**config.mk**
```make
export PLATFORM = sky130hd
export DESIGN_NAME = clock_display_incremental_renderer
export DESIGN_NICKNAME = d
export VERILOG_FILES = /design/src/hw/rtl/cdir_pkg.sv /design/src/hw/rtl/clock_display_incremental_renderer.sv /design/src/hw/rtl/cdir_ctrl.sv /design/src/hw/rtl/cdir_dp.sv
export SDC_FILE = /design/constraint.sdc
export NUM_CORES = 1
export LEC_CHECK = 0
export BUFFER_PORTS_ARGS = -buffer_cell sky130_fd_sc_hd__buf_2
export CAP_MARGIN = 20
export CORE_MARGIN = 3
export CORE_UTILIZATION = 55
export CTS_CLUSTER_SIZE = 10
export DETAILED_ROUTE_END_ITERATION = 10
export GPL_ROUTABILITY_DRIVEN = 0
export PLACE_DENSITY_LB_ADDON = 0.2
export SYNTH_ARGS = -nofsm -noshare
export SYNTH_HDL_FRONTEND = slang
export SYNTH_SLANG_ARGS = --single-unit
```
**constraint.sdc**
```tcl
create_clock -name aclk -period 10.84 [get_ports aclk]
set_clock_uncertainty 0.2 [all_clocks]
set_input_delay 0.542 -clock aclk [delete_from_list [all_inputs] [get_ports aclk]]
set_output_delay 0.542 -clock aclk [all_outputs]
set_load 0.005 [all_outputs]
```
**src/hw/rtl/cdir_pkg.sv**
```systemverilog
// Shared types, constants and glyph helpers for the clock display renderer.
// No dependencies; imported by cdir_ctrl, cdir_dp and the top level.
package cdir_pkg;

    localparam int PANEL_WIDTH  = 128;
    localparam int PANEL_HEIGHT = 64;

    localparam int NUM_CHARS = 8;
    localparam int IDX_W     = 3;
    localparam int CODE_W    = 4;
    localparam int SECS_W    = 23;
    localparam int QUO_W     = 12;
    localparam int OFS_W     = 4;
    localparam int STEP_W    = 5;
    localparam int SHAMT_W   = 4;

    localparam logic [CODE_W-1:0] CODE_COLON   = 4'd10;
    localparam logic [CODE_W-1:0] CODE_INVALID = 4'd15;

    localparam logic [23:0] HOUR_DIV = 24'd3600;
    localparam logic [23:0] MIN_DIV  = 24'd60;
    // ceil(2^27 / 225) applied to seconds >> 4; ceil(2^18 / 60) for values below 3600
    localparam logic [19:0] HOUR_RECIP = 20'd596524;
    localparam logic [12:0] MIN_RECIP  = 13'd4370;
    localparam logic [STEP_W-1:0] DIV_H_TOP = 5'd1;
    localparam logic [STEP_W-1:0] DIV_M_TOP = 5'd1;
    localparam logic [6:0] HOURS_MAX = 7'd99;

    localparam logic [3:0] PAGE_UPPER = 4'((PANEL_HEIGHT / 8 - 2) / 2);
    localparam logic [7:0] COL_BASE   = 8'((PANEL_WIDTH - NUM_CHARS * 12) / 2);

    localparam logic [7:0] CMD_PAGE   = 8'hB0;
    localparam logic [7:0] CMD_COL_HI = 8'h10;
    localparam logic [3:0] LOW_MASK   = 4'hF;

    // Byte positions inside one page half of a redraw
    localparam logic [3:0] POS_PAGE   = 4'd0;
    localparam logic [3:0] POS_COL_LO = 4'd1;
    localparam logic [3:0] POS_COL_HI = 4'd2;
    localparam logic [3:0] POS_DATA   = 4'd3;
    localparam logic [STEP_W-1:0] HALF_BYTES = 5'd15;
    localparam logic [STEP_W-1:0] LAST_BYTE  = 5'd29;

    localparam logic [7:0] GLYPHS [0:10][0:4] = '{
        '{8'h3E, 8'h51, 8'h49, 8'h45, 8'h3E},
        '{8'h00, 8'h42, 8'h7F, 8'h40, 8'h00},
        '{8'h42, 8'h61, 8'h51, 8'h49, 8'h46},
        '{8'h21, 8'h41, 8'h45, 8'h4B, 8'h31},
        '{8'h18, 8'h14, 8'h12, 8'h7F, 8'h10},
        '{8'h27, 8'h45, 8'h45, 8'h45, 8'h39},
        '{8'h3C, 8'h4A, 8'h49, 8'h49, 8'h30},
        '{8'h01, 8'h71, 8'h09, 8'h05, 8'h03},
        '{8'h36, 8'h49, 8'h49, 8'h49, 8'h36},
        '{8'h06, 8'h49, 8'h49, 8'h29, 8'h1E},
        '{8'h00, 8'h36, 8'h36, 8'h00, 8'h00}
    };

    typedef enum logic [2:0] {
        OP_NONE,
        OP_LOAD,
        OP_DIV_H,
        OP_LATCH_H,
        OP_DIV_M,
        OP_DIGITS,
        OP_SELECT,
        OP_EMIT
    } dp_op_t;

    typedef struct packed {
        dp_op_t              op;
        logic [SHAMT_W-1:0]  shamt;
        logic [STEP_W-1:0]   byte_idx;
    } dp_cmd_t;

    typedef struct packed {
        logic has_diff;
        logic out_free;
    } dp_status_t;

    typedef enum logic [2:0] {
        ST_IDLE,
        ST_DIV_H,
        ST_LATCH_H,
        ST_DIV_M,
        ST_DIGITS,
        ST_COMPARE,
        ST_EMIT
    } ctrl_state_t;

    // Source column of a glyph; spacing column and unknown codes are blank
    function automatic logic [7:0] glyph_col(logic [CODE_W-1:0] code, logic [2:0] src);
        logic [7:0] col;
        col = 8'h00;
        if (code <= CODE_COLON && src < 3'd5) begin
            col = GLYPHS[code][src];
        end
        return col;
    endfunction

    // Each bit fills two pixel rows
    function automatic logic [7:0] expand4(logic [3:0] nib);
        logic [7:0] wide;
        for (int b = 0; b < 4; b++) begin
            wide[2*b]   = nib[b];
            wide[2*b+1] = nib[b];
        end
        return wide;
    endfunction

    // Tens digit of a value below 100, by reciprocal multiply
    function automatic logic [3:0] tens_of(logic [6:0] v);
        logic [14:0] prod;
        prod = 15'(v) * 15'd205;
        return prod[14:11];
    endfunction

    function automatic logic [3:0] units_of(logic [6:0] v);
        logic [6:0] t;
        t = {3'b000, tens_of(v)};
        return 4'(v - (t << 3) - (t << 1));
    endfunction

endpackage

```
**src/hw/rtl/clock_display_incremental_renderer.sv**
```systemverilog
// Top level of the incremental HH:MM:SS renderer for a page-addressed panel.
// Depends on cdir_pkg, cdir_ctrl and cdir_dp.
//
//  channel  direction  tdata / data               tuser / flag          tlast
//  s_       in         [22:0] total_seconds       invalidate            -
//  m_       out        [7:0]  out_byte            is_data               last byte of run
//  cfg_     in         [3:0]  column_offset       -                     -
//
// Each tick divides for hours and minutes in two steps each, quotient by reciprocal
// multiply then remainder, splits digits and compares; when a character is redrawn,
// 30 bytes then go through the single output register, paused by output stalls.
// Reset marks all eight cached characters invalid and clears column_offset.
// m_tready low holds the current byte and pauses emission; s_tready is high only
// while no tick is in work.
module clock_display_incremental_renderer (
    input  logic        aclk,
    input  logic        aresetn,
    input  logic        s_tvalid,
    output logic        s_tready,
    input  logic [23:0] s_tdata,   // [22:0] total_seconds, [23] zero fill
    input  logic        s_tuser,   // [0] invalidate
    input  logic        cfg_valid,
    output logic        cfg_ready,
    input  logic [3:0]  cfg_data,
    output logic        m_tvalid,
    input  logic        m_tready,
    output logic [7:0]  m_tdata,   // [7:0] out_byte
    output logic        m_tuser,   // [0] is_data
    output logic        m_tlast
);
    import cdir_pkg::*;

    dp_cmd_t    cmd;
    dp_status_t status;

    cdir_ctrl u_ctrl (
        .aclk     (aclk),
        .aresetn  (aresetn),
        .s_tvalid (s_tvalid),
        .s_tready (s_tready),
        .status   (status),
        .cmd      (cmd)
    );

    cdir_dp u_dp (
        .aclk       (aclk),
        .aresetn    (aresetn),
        .cmd        (cmd),
        .status     (status),
        .load_secs  (s_tdata[SECS_W-1:0]),
        .load_inval (s_tuser),
        .cfg_valid  (cfg_valid),
        .cfg_ready  (cfg_ready),
        .cfg_data   (cfg_data),
        .m_tvalid   (m_tvalid),
        .m_tready   (m_tready),
        .m_tdata    (m_tdata),
        .m_tuser    (m_tuser),
        .m_tlast    (m_tlast)
    );

endmodule

```
**src/hw/rtl/cdir_ctrl.sv**
```systemverilog
// Sequencer for the clock renderer: division steps, compare, byte emission.
// Depends on cdir_pkg; drives cdir_dp through a command struct.
module cdir_ctrl (
    input  logic                 aclk,
    input  logic                 aresetn,
    input  logic                 s_tvalid,
    output logic                 s_tready,
    input  cdir_pkg::dp_status_t status,
    output cdir_pkg::dp_cmd_t    cmd
);
    import cdir_pkg::*;

    ctrl_state_t         state_reg, state_next;
    logic [STEP_W-1:0]   step_reg, step_next;

    always_ff @(posedge aclk) begin
        if (!aresetn) begin
            state_reg <= ST_IDLE;
            step_reg  <= '0;
        end else begin
            state_reg <= state_next;
            step_reg  <= step_next;
        end
    end

    always_comb begin
        state_next = state_reg;
        step_next  = step_reg;
        case (state_reg)
            ST_IDLE: begin
                if (s_tvalid) begin
                    state_next = ST_DIV_H;
                    step_next  = DIV_H_TOP;
                end
            end
            ST_DIV_H: begin
                step_next = step_reg - 5'd1;
                if (step_reg == '0) begin
                    state_next = ST_LATCH_H;
                end
            end
            ST_LATCH_H: begin
                state_next = ST_DIV_M;
                step_next  = DIV_M_TOP;
            end
            ST_DIV_M: begin
                step_next = step_reg - 5'd1;
                if (step_reg == '0) begin
                    state_next = ST_DIGITS;
                end
            end
            ST_DIGITS: begin
                state_next = ST_COMPARE;
            end
            ST_COMPARE: begin
                step_next  = '0;
                state_next = status.has_diff ? ST_EMIT : ST_IDLE;
            end
            ST_EMIT: begin
                if (status.out_free) begin
                    if (step_reg == LAST_BYTE) begin
                        state_next = ST_IDLE;
                    end else begin
                        step_next = step_reg + 5'd1;
                    end
                end
            end
            default: begin
                state_next = ST_IDLE;
            end
        endcase
    end

    always_comb begin
        s_tready     = 1'b0;
        cmd.op       = OP_NONE;
        cmd.shamt    = step_reg[SHAMT_W-1:0];
        cmd.byte_idx = step_reg;
        case (state_reg)
            ST_IDLE: begin
                s_tready = 1'b1;
                if (s_tvalid) begin
                    cmd.op = OP_LOAD;
                end
            end
            ST_DIV_H:   cmd.op = OP_DIV_H;
            ST_LATCH_H: cmd.op = OP_LATCH_H;
            ST_DIV_M:   cmd.op = OP_DIV_M;
            ST_DIGITS:  cmd.op = OP_DIGITS;
            ST_COMPARE: begin
                if (status.has_diff) begin
                    cmd.op = OP_SELECT;
                end
            end
            ST_EMIT: begin
                if (status.out_free) begin
                    cmd.op = OP_EMIT;
                end
            end
            default: begin
                cmd.op = OP_NONE;
            end
        endcase
    end

endmodule

```
**src/hw/rtl/cdir_dp.sv**
```systemverilog
// Datapath: reciprocal-multiply dividers, digit split, character cache, byte
// builder, output register and column offset register. Depends on cdir_pkg.
module cdir_dp (
    input  logic                              aclk,
    input  logic                              aresetn,
    input  cdir_pkg::dp_cmd_t                 cmd,
    output cdir_pkg::dp_status_t              status,
    input  logic [cdir_pkg::SECS_W-1:0]       load_secs,
    input  logic                              load_inval,
    input  logic                              cfg_valid,
    output logic                              cfg_ready,
    input  logic [cdir_pkg::OFS_W-1:0]        cfg_data,
    output logic                              m_tvalid,
    input  logic                              m_tready,
    output logic [7:0]                        m_tdata,
    output logic                              m_tuser,
    output logic                              m_tlast
);
    import cdir_pkg::*;

    logic [SECS_W-1:0]  rem_reg, rem_next;
    logic [QUO_W-1:0]   quo_reg, quo_next;
    logic [6:0]         hours_reg, hours_next;
    logic [CODE_W-1:0]  digit_reg [0:5];
    logic [CODE_W-1:0]  digit_next [0:5];
    logic [CODE_W-1:0]  cache_reg [0:NUM_CHARS-1];
    logic [CODE_W-1:0]  cache_next [0:NUM_CHARS-1];
    logic [IDX_W-1:0]   sel_idx_reg, sel_idx_next;
    logic [CODE_W-1:0]  sel_code_reg, sel_code_next;
    logic [OFS_W-1:0]   offset_reg, offset_next;
    logic               out_valid_reg, out_valid_next;
    logic [7:0]         out_byte_reg, out_byte_next;
    logic               out_data_reg, out_data_next;
    logic               out_last_reg, out_last_next;

    logic [38:0]        hour_prod;
    logic [23:0]        hour_back;
    logic [24:0]        min_prod;
    logic [23:0]        min_back;
    logic [CODE_W-1:0]  target [0:NUM_CHARS-1];
    logic [NUM_CHARS-1:0] diff;
    logic [IDX_W-1:0]   first_idx;

    logic               lower;
    logic [3:0]         pos;
    logic [3:0]         data_pos;
    logic [3:0]         page;
    logic [7:0]         phys;
    logic [7:0]         col;
    logic [7:0]         gen_byte;
    logic               gen_data;

    always_ff @(posedge aclk) begin
        if (!aresetn) begin
            for (int i = 0; i < NUM_CHARS; i++) begin
                cache_reg[i] <= CODE_INVALID;
            end
            offset_reg    <= '0;
            out_valid_reg <= 1'b0;
        end else begin
            for (int i = 0; i < NUM_CHARS; i++) begin
                cache_reg[i] <= cache_next[i];
            end
            offset_reg    <= offset_next;
            out_valid_reg <= out_valid_next;
        end
    end

    always_ff @(posedge aclk) begin
        rem_reg      <= rem_next;
        quo_reg      <= quo_next;
        hours_reg    <= hours_next;
        for (int i = 0; i < 6; i++) begin
            digit_reg[i] <= digit_next[i];
        end
        sel_idx_reg  <= sel_idx_next;
        sel_code_reg <= sel_code_next;
        out_byte_reg <= out_byte_next;
        out_data_reg <= out_data_next;
        out_last_reg <= out_last_next;
    end

    // Two steps per division: quotient by reciprocal multiply, then remainder
    assign hour_prod = 39'(rem_reg[SECS_W-1:4]) * 39'(HOUR_RECIP);
    assign hour_back = 24'(quo_reg) * HOUR_DIV;
    assign min_prod  = 25'(rem_reg[11:0]) * 25'(MIN_RECIP);
    assign min_back  = 24'(quo_reg[5:0]) * MIN_DIV;

    always_comb begin
        target[0] = digit_reg[0];
        target[1] = digit_reg[1];
        target[2] = CODE_COLON;
        target[3] = digit_reg[2];
        target[4] = digit_reg[3];
        target[5] = CODE_COLON;
        target[6] = digit_reg[4];
        target[7] = digit_reg[5];
    end

    always_comb begin
        first_idx = '0;
        for (int i = 0; i < NUM_CHARS; i++) begin
            diff[i] = (target[i] != cache_reg[i]);
        end
        for (int i = NUM_CHARS - 1; i >= 0; i--) begin
            if (diff[i]) begin
                first_idx = IDX_W'(i);
            end
        end
    end

    assign status.has_diff = |diff;
    assign status.out_free = !out_valid_reg || m_tready;

    always_comb begin
        rem_next      = rem_reg;
        quo_next      = quo_reg;
        hours_next    = hours_reg;
        sel_idx_next  = sel_idx_reg;
        sel_code_next = sel_code_reg;
        for (int i = 0; i < 6; i++) begin
            digit_next[i] = digit_reg[i];
        end
        for (int i = 0; i < NUM_CHARS; i++) begin
            cache_next[i] = cache_reg[i];
        end
        case (cmd.op)
            OP_LOAD: begin
                rem_next = load_secs;
                quo_next = '0;
                if (load_inval) begin
                    for (int i = 0; i < NUM_CHARS; i++) begin
                        cache_next[i] = CODE_INVALID;
                    end
                end
            end
            OP_DIV_H: begin
                if (cmd.shamt != '0) begin
                    quo_next = hour_prod[38:27];
                end else begin
                    rem_next = rem_reg - hour_back[SECS_W-1:0];
                end
            end
            OP_DIV_M: begin
                if (cmd.shamt != '0) begin
                    quo_next = QUO_W'(min_prod[24:18]);
                end else begin
                    rem_next = rem_reg - min_back[SECS_W-1:0];
                end
            end
            OP_LATCH_H: begin
                hours_next = (quo_reg > QUO_W'(HOURS_MAX)) ? HOURS_MAX : quo_reg[6:0];
                quo_next   = '0;
            end
            OP_DIGITS: begin
                digit_next[0] = tens_of(hours_reg);
                digit_next[1] = units_of(hours_reg);
                digit_next[2] = tens_of({1'b0, quo_reg[5:0]});
                digit_next[3] = units_of({1'b0, quo_reg[5:0]});
                digit_next[4] = tens_of({1'b0, rem_reg[5:0]});
                digit_next[5] = units_of({1'b0, rem_reg[5:0]});
            end
            OP_SELECT: begin
                sel_idx_next          = first_idx;
                sel_code_next         = target[first_idx];
                cache_next[first_idx] = target[first_idx];
            end
            default: begin
            end
        endcase
    end

    // Byte builder: three position commands then twelve columns per page
    assign lower    = (cmd.byte_idx >= HALF_BYTES);
    assign pos      = lower ? 4'(cmd.byte_idx - HALF_BYTES) : cmd.byte_idx[3:0];
    assign data_pos = pos - POS_DATA;
    assign page     = PAGE_UPPER + {3'b000, lower};
    assign phys     = COL_BASE + {2'b00, sel_idx_reg, 3'b000} + {3'b000, sel_idx_reg, 2'b00}
                      + {4'h0, offset_reg};
    assign col      = glyph_col(sel_code_reg, data_pos[3:1]);

    always_comb begin
        gen_data = 1'b0;
        case (pos)
            POS_PAGE:   gen_byte = CMD_PAGE | {4'h0, page};
            POS_COL_LO: gen_byte = {4'h0, phys[3:0] & LOW_MASK};
            POS_COL_HI: gen_byte = CMD_COL_HI | {4'h0, phys[7:4]};
            default: begin
                gen_byte = expand4(lower ? col[7:4] : col[3:0]);
                gen_data = 1'b1;
            end
        endcase
    end

    always_comb begin
        out_valid_next = out_valid_reg;
        out_byte_next  = out_byte_reg;
        out_data_next  = out_data_reg;
        out_last_next  = out_last_reg;
        if (cmd.op == OP_EMIT) begin
            out_valid_next = 1'b1;
            out_byte_next  = gen_byte;
            out_data_next  = gen_data;
            out_last_next  = (cmd.byte_idx == LAST_BYTE);
        end else if (m_tready) begin
            out_valid_next = 1'b0;
        end
    end

    assign cfg_ready   = 1'b1;
    assign offset_next = cfg_valid ? cfg_data : offset_reg;

    assign m_tvalid = out_valid_reg;
    assign m_tdata  = out_byte_reg;
    assign m_tuser  = out_data_reg;
    assign m_tlast  = out_last_reg;

endmodule
```
After elaboration in Yosys (flattened, before gate mapping)
Memory sizes are Yosys's and may differ from the RTL's. Index checks and enable logic that the tools add are counted.

Bits in read-only memories: 640. Bits in writable memories: 56. Register bits: 72. Memories kept: 3. Logic and storage cells: 171. Bits of input ports: 34. Output and inout port bits: 13.

Memory list: (name not given) (words 16, bits a word 40, read ports 1, clocked after Yosys merged registers in 0, wr ports 0, line cdir_pkg.sv:95) `col = GLYPHS[code][src];`; u_dp.cache_reg (words 8, bits a word 4, read ports 8, clocked after Yosys merged registers in 0, wr ports 8, line cdir_dp.sv:26) `logic [CODE_W-1:0] cache_reg [0:NUM_CHARS-1];`; u_dp.digit_reg (words 6, bits a word 4, read ports 6, clocked after Yosys merged registers in 0, wr ports 6, line cdir_dp.sv:24) `logic [CODE_W-1:0] digit_reg [0:5];`.

Magnitude comparators: 8. Add/sub/neg operators: 16. $mul: 7. Reductions and logical operators: 20. Muxes and demuxes: 60. Bitwise gates (word level): 11. Eq/ne operators: 34.

Operators by type and width (number): 2-to-1 mux 40 bit (2); case mux 23 bit (3 select lines) (1); case mux 32 bit (2 select lines) (1); 2-to-1 mux 4 bit (13); 2-to-1 mux 23 bit (2); 2-to-1 mux 3 bit (15); case mux 3 bit (7 select lines) (2); multiplier 19 x 18 -> 37 bit, second input constant (1); case mux 12 bit (3 select lines) (1); bitwise mux 32 bit (1); 2-to-1 mux 32 bit (1); multiplier 6 x 8 -> 14 bit, second input constant (2); case mux 5 bit (5 select lines) (1); binary-select mux 8 bit (select 3 bit) (1); multiplier 12 x 12 -> 24 bit, second input constant (1); 2-to-1 mux 12 bit (2); 2-to-1 mux 24 bit (1); 2-to-1 mux 8 bit (3); inequality test 4 bit (6); case mux 8 bit (3 select lines) (1); subtractor 4 bit (6); subtractor 23 x 12 -> 23 bit (1); subtractor 23 bit (1); == test 3 bit, second input constant (7); 49 further kinds (83).

Longest topological paths before layout
Gate-level depths: netlist of the first run. An unclocked memory read counts as a cell.

Depth in word-level cells: 18. Gate-level depth with buffers: 26.

Cells and area by module
From an unflattened synthesis of the first run, not the netlist that was laid out.

Cells, all modules: 1971. Area, all modules: 18811.8 µm².

Modules (own cells, without submodules): cdir_dp (area each 18133.6 µm², cells each 1883, times used 1); cdir_ctrl (area each 678.2 µm², cells each 88, times used 1).

Least setup slack after synthesis of the first run
OpenSTA, ideal clock, no wires.

Path type: register -> register. Start point: reg u_dp.quo_reg[3]. End point: reg u_dp.rem_reg[22], data pin. Period minus slack after synthesis: 6.081 ns. Path slack: 4.759 ns. Arrival time: 5.718 ns. Stages on the path, launching flop included: 27. Cell sequence: edfxtp_1 inv_1 fa_1 inv_1 ha_1 inv_1 fa_1 inv_1 ha_1 ha_1 nor2b_1 o21ai_0 a21boi_0 o21ai_0 a21oi_1 o21a_1 o21a_1 or2_2 ha_1 and3_1 nor3b_1 a21oi_1 o211ai_1 a21o_1 a21oi_2 xnor3_1 o221ai_1.

Word-level cells in the longest chain between the ends: 4. Elaborated cells on any way between the ends: 7.

RTL lines: start, declared (line cdir_dp.sv:22) `logic [QUO_W-1:0] quo_reg, quo_next;`; start signal, assigned (line cdir_dp.sv:71) `quo_reg <= quo_next;`; multiplier 12 x 8 -> 19 bit / multiplier 6 x 4 -> 10 bit (equally long branches) (line cdir_dp.sv:85, cdir_dp.sv:87); subtractor 23 bit / subtractor 23 x 12 -> 23 bit (equally long branches) (line cdir_dp.sv:141, cdir_dp.sv:148); 2-to-1 mux 23 bit (on tied branches) (line cdir_dp.sv:138, cdir_dp.sv:145); case mux 23 bit (3 select lines) * (line cdir_dp.sv:127) `case (cmd.op)`; named net u_dp.rem_next[22] (line cdir_dp.sv:21) `logic [SECS_W-1:0] rem_reg, rem_next;`; end signal, assigned (line cdir_dp.sv:70) `rem_reg <= rem_next;`; end, declared (line cdir_dp.sv:21).

The timed path passes the listed nets; every way through them passes the cells marked *. The select of a mux whose other input is x is not followed. A chain may end at the register's enable or synchronous reset.

Final worst setup path of the first run
Start point: reg u_dp.rem_reg[12]. End point: reg u_dp.quo_reg[4], data pin.

Word-level cells in the longest chain between the ends: 3.

RTL lines: multiplier 19 x 18 -> 37 bit (line cdir_dp.sv:84) `assign hour_prod = 39'(rem_reg[SECS_W-1:4]) * 39'(HOUR_RECIP);`; 2-to-1 mux 12 bit (line cdir_dp.sv:138) `if (cmd.shamt != '0) begin`; case mux 12 bit (3 select lines) (line cdir_dp.sv:127); named net u_dp.quo_next[4] (line cdir_dp.sv:22).

The timed path passes the listed nets, and every way through them passes these cells. The select of a mux whose other input is x is not followed.

==> impl_results.md, run 1 <==
* Syn Inst Count at 1965
* Starting Density at 56.3%
* RSZ-0062 raised after global routing: no
* Setup Fix Bufs, Post-CTS at 0
* Yosys top cell area share at 28.3%
* Status: completed
* Die X at 189 µm
* Syn_area_per_cell at roughly 9.4 µm²
* Post-synth cell types at 88
* Fin util at ~60%
* Vias at 13981
* Sequential share of the synthesized area at 18.0%
* I/O pin count at 47
* Most frequent cells in the layout: ha_1, inv_1, fa_1
* Max Fanout on Critical Path at 9
* CTS clock-pin slew for the worst setup and hold paths at 0.06 ns
* Fin crit share at 62.7%
* Dpl cell area at 0.0191 mm²
* Layout cell share with drive strength beyond 1 at 5.54%
* WS Path Type: reg -> reg
* Worst EP arrival at 6.74 ns
* Min-Delay Path Class: in -> reg
* Max Clock Freq at roughly 150 MHz
* Global-route wire length before repair at between 70000 and 80000 µm
* Port buffer count at 44
* Clk buf depth at 2
* Root Driver: clkbuf_16
* Top FF cell, synth: edfxtp_1
* Setup_tns at 0 ns
* Slew Limit Fails at 0
* Final hold violations at 0
* Clk sinks at 126
* Fin crit period at roughly 6.8 ns
* Post-synthesis cell area at approximately 0.018 mm²
* Ys Warns at 0
* EDFF count, synth at 81
* Most common cell after layout, fill and taps aside: ha_1
* Vias in the first global route at 14295
* Max Cap Viol at 0
* Non-Filler Instances at 2447
* Hold-fix buffers, CTS at 0
* Antenna diode count at 0
* # H-tree levels at 4
* DP Cell Count at 2414
* CP Data Required Time at 10.78 ns
* Largest net degree at the start of global routing at 45
* Chip height at 189 µm
* Tot GR Track Use at 24.2%
* Top post-synthesis cells by area: ha_1, fa_1, edfxtp_1
* Worst-skew pair later-pin latency at 0.43 ns
* Post-synth top area cell: ha_1
* Max reg flops at 32
* Antenna Violating Nets Remaining at 0
* Initial antenna violation count at 0
* Die area at 0.0358 mm²
* Final Net Count at 2580
* Drt first pass iters at 5
* Asr flop ratio synth at 0%
* Vias/cell at 5.71
* Startpoint types: register
* Standard-cell rows at 66
* Syn nets at 2553
* Detailed placement HPWL at 34100 µm
* CTS Buf Count at 17
* Fin area at 0.0197 mm²
* Post-synthesis register bit count at approximately 130
* Avg WL per Cell at about 17 µm
* Area Growth Syn to Fin at 6.82%
* Final setup fails at 0
* Post-CTS Resized at 0
* CTS tree: built
* Relative max-transition margin at between 30 and 40%
* Slew @ Worst Pin at 0.998 ns
* Starting DRT DRC Count at 818
* Final wirelength at about 42000 µm
* Core Box Area at 0.0328 mm²
* DR DRC count at 0
* Total gr overflow at 0
* Crit path capture type: register
[metal layers]
metal  GRT usage [%]  routed length [µm]
met5               0                   0
met4            7.31                1170
met3            2.98                1910
met2            42.7               20500
met1            31.0               18100
[logic make-up after synthesis]
| logic type | synth area share, % |
|---|---|
| AOI/OAI and AO/OA | 13.0 |
| xor gates and xnor gates | 5.26 |
| adders and majority gates | 43.1 |
| buffers and inverters | 7.07 |
| DFF | 18.0 |
| muxes | 1.62 |
| other | 0.0203 |
| and+or+nand+nor | 11.9 |
[worst paths after layout]
kind | from | end | slack [ns] | cells past startpoint
worst min-delay path | cfg_data[0] | u_dp.offset_reg[0] | 0.18 | 3
worst min register to register | u_dp.cache_reg[0][10] | u_dp.cache_reg[0][10] | 0.25 | 1
worst max register to register | u_dp.rem_reg[12] | u_dp.quo_reg[4] | 4.04 | 21
worst max-delay path | u_dp.rem_reg[12] | u_dp.quo_reg[4] | 4.04 | 21
[metrics by stage]
stage / hold slack, ns / setup slack, ns
global route: 0.189 / 3.51
floorplan: 0.206 / 4.76
finish: 0.175 / 4.04
detailed placement: 0.234 / 4.06
CTS: 0.166 / 4.02
global placement: 0.221 / 4.15
[worst max-delay path, cell delays in order, from the launching register on]
cell	delay, ns
edfxtp_1	0.69
inv_1	0.19
ha_1	0.36
ha_1	0.29
inv_1	0.08
fa_1	0.49
inv_1	0.06
fa_1	0.54
inv_1	0.06
fa_1	0.53
inv_1	0.06
fa_1	0.47
ha_1	0.31
and2_1	0.17
a221oi_1	0.29
nor2_1	0.11
nor4b_1	0.46
a211oi_1	0.17
o21ai_0	0.34
nand2b_1	0.12
xnor2_1	0.31
o22ai_1	0.19
[cell usage after synthesis, types with 5 or more instances]
cell      count
or3_1         6
a311oi_1      5
clkbuf_1     29
nor3b_1      15
inv_1       299
nor2_1      101
a21oi_1     107
dfxtp_1      45
xor2_1       39
o22ai_1      12
nor4_1       12
mux2i_1      24
and3_1        9
o21ai_0      76
xnor2_1      63
o21bai_1     13
nand2b_1     14
nand2_1     124
buf_4         5
and2_1        8
or2_2        10
fa_1        136
o21a_1        9
nand3b_1      6
a22oi_1       5
a21o_1       39
a31oi_1      20
a211oi_1     10
nor3_1       30
nand4_1      17
o31ai_1       9
a21boi_0      9
edfxtp_1     81
nor2b_1      36
nand3_1      26
ha_1        418
o211ai_1      7
[final cells by class]
class / instances / area (µm²)
clock buffers: 18 / 429
inverters: 299 / 1120
fillers: 2836 / 13100
multi-input cells: 1498 / 13800
well taps: 442 / 553
clock inverters: 14 / 166
repair buffers: 50 / 285
flip-flops and latches: 126 / 3330
Power of run 1 is left out: the tool's default activity adds up to more than one toggle a clock period on the data nets, which glitch-free logic cannot reach.
==> run 2: changes to the inputs <==
- clock period: 10.84 -> 5.85 ns (I/O delays scaled with it)
==> run 2 against run 1 <==
Against the previous run: count of clock-buffer cells in the layout did not move; sequential share of layout area decreased by 0.93 points; die area unchanged; routed wire length grew 8.4%; fmax rose by 18%; cell area rose by 5.8%.
==> impl_results.md, run 2 (same netlist as run 1, synthesis figures left out) <==
* Status: completed (unchanged)
* Fill cell count at 2696 (was 2836)
* Area of the multi-input gates at 0.0141 mm² (was 0.0138 mm²)
* Max reg flops at 32 (unchanged)
* Core Box Area at 0.0328 mm² (unchanged)
* Max Fanout on Critical Path at 3 (was 9)
* Global-route wire length before repair at 74200 µm (was 70200 µm)
* CP Data Required Time at 5.82 ns (was 10.78 ns)
* CTS tree: built (unchanged)
* Crit path capture type: register (unchanged)
* Worst EP arrival at 5.71 ns (was 6.74 ns)
* Post-Place Worst Slack at -0.173 ns (was 4.06 ns)
* CP Cell Sequence: inv_2 > ha_4 > ha_4 > inv_2 > fa_1 > inv_2 > fa_1 > inv_2 > fa_1 > inv_2 > fa_1 > ha_1 > and2_4 > nand4_1 > or3b_4 > a21o_1 > a211o_1 > a21oi_2 > o311ai_2 > a21oi_1 > nor3b_1 (was inv_1 > ha_1 > ha_1 > inv_1 > fa_1 > inv_1 > fa_1 > inv_1 > fa_1 > inv_1 > fa_1 > ha_1 > and2_1 > a221oi_1 > nor2_1 > nor4b_1 > a211oi_1 > o21ai_0 > nand2b_1 > xnor2_1 > o22ai_1)
* DR DRC count at 0 (unchanged)
* Fin worst setup slack at 0.106 ns (was 4.04 ns)
* CTS Buf Count at 17 (unchanged)
* Hold slack at 0.0162 ns (was 0.175 ns)
* Area Growth Syn to Fin at 13.1% (was 6.82%)
* Clk buf depth at 2 (unchanged)
* I/O pin count at 47 (unchanged)
* Final Net Count at 2695 (was 2580)
* Dpl cell area at 0.0198 mm² (was 0.0191 mm²)
* Port buffer count at 44 (unchanged)
* Antenna Violating Nets Remaining at 0 (unchanged)
* Final setup fails at 0 (unchanged)
* CTS clock-pin slew for the worst setup and hold paths at 0.06 ns (about the same)
* Root Driver: clkbuf_16 (unchanged)
* Starting Density at 56.3% (unchanged)
* Initial antenna violation count at 0 (unchanged)
* Max Cap Viol at 0 (unchanged)
* Slowest stage delay, CP at 0.52 ns (was 0.69 ns)
* CP max-delay cell: fa_1 (was edfxtp_1)
* Min-Delay Path Class: in -> reg (unchanged)
* RSZ-0062 raised after global routing: yes (was no)
* Final hold violations at 0 (unchanged)
* Fin crit share at 98.2% (was 62.7%)
* Relative max-transition margin at 30.1% (was 33.2%)
* Die X at 189 µm (unchanged)
* Clk sinks at 126 (unchanged)
* Slew @ Worst Pin at 1.05 ns (was 0.998 ns)
* Fin crit period at 5.74 ns (was 6.80 ns)
* Vias in the first global route at 14909 (was 14295)
* Die area at 0.0358 mm² (unchanged)
* Worst Path Buf+Inv at 5 (unchanged)
* # H-tree levels at 4 (unchanged)
* Tot GR Track Use at 25.7% (was 24.2%)
* Starting DRT DRC Count at 949 (was 818)
* Slew Limit Fails at 0 (unchanged)
* Final wirelength at 45100 µm (was 41700 µm)
* Largest net degree at the start of global routing at 45 (unchanged)
* Layout cell share with drive strength beyond 1 at 12.1% (was 5.54%)
* Chip height at 189 µm (unchanged)
* Top delay family on crit path: adder cells (unchanged)
* CP dominant cell by count: inv_2 (was inv_1)
* Worst-skew pair later-pin latency at 0.43 ns (about the same)
* Standard-cell rows at 66 (unchanged)
* WS Path Type: reg -> reg (unchanged)
* Total gr overflow at 0 (unchanged)
* FF/Latch Area at 0.00333 mm² (unchanged)
* Vias at 14598 (was 13981)
* Startpoint types: register (unchanged)
* Max Clock Freq at 174 MHz (was 147 MHz)
* Antenna diode count at 0 (unchanged)
* Most frequent cells in the layout: ha_1, inv_1, fa_1 (unchanged)
* Fin area at 0.0209 mm² (was 0.0197 mm²)
* Avg WL per Cell at 17.6 µm (was 17.0 µm)
* Most common cell after layout, fill and taps aside: ha_1 (unchanged)
* Drt first pass iters at 6 (was 5)
* Detailed placement HPWL at 37300 µm (was 34100 µm)
* Vias/cell at 5.70 (was 5.71)
[run 2: changes by cell type in the layout (fill, tap and decap cells not counted), sizes merged]
cell | previous run | this run
dlygate4sd3 | 0 | 17
clkinvlp | 1 | 2
clkinv | 6 | 5
buf | 50 | 148
[run 2: cell type report]
type	count	share of cell area, %
Multi-Input combinational cell	1498	67.5
Sequential cell	126	16.0
Timing Repair Buffer	165	5.70
Inverter	299	5.37
Tap cell	442	2.65
Clock buffer	18	2.06
Clock inverter	14	0.785
[run 2: path summary, 6_finish.rpt]
check,from,end,slack (ns),cells past startpoint
setup / recovery,u_dp.rem_reg[13],u_dp.quo_reg[10],0.11,21
hold reg to reg,u_dp.cache_reg[0][8],u_dp.cache_reg[0][8],0.24,1
hold / removal,m_tready,u_dp.m_tvalid,0.02,3
setup reg to reg,u_dp.rem_reg[13],u_dp.quo_reg[10],0.11,21
[run 2: tightest hold or removal path, stage by stage]
cell and delay (ns):
buf_2 0.07, nor2b_1 0.06, o21a_1 0.17
[run 2: metal layers]
metal	routed length, µm	GRT usage [%]	vias up	part of all wire (%)
li1	-	-	7093	-
met1	19400	32.4	7012	43
met2	22100	45.6	382	49
met3	2000	3.44	111	4.4
met4	1630	8.59	0	3.6
met5	0	0	-	0
[run 2: metrics by stage]
step / TNS [ns] / cells / util [%]
2_1_floorplan: 0 / 1965 / -
5_1_grt: -0.151 / 2562 / 63.7
3_5_place_dp: -0.321 / 2502 / 60.4
4_1_cts: -0.0317 / 2552 / 62.8
6_report: 0 / 2562 / 63.7
3_3_place_gp: -0.0725 / 2502 / 60.4
[run 2: timing repair]
action | in CTS | in global routing
hold buffers | 17 | 0
hold endpoints to repair | 17 | 0
resized for setup | 8 | 46
pin swaps | 10 | 38
endpoints found under the setup margin | 9 | 14
setup buffers | 1 | 10
Power of run 2 is left out for the same reason.
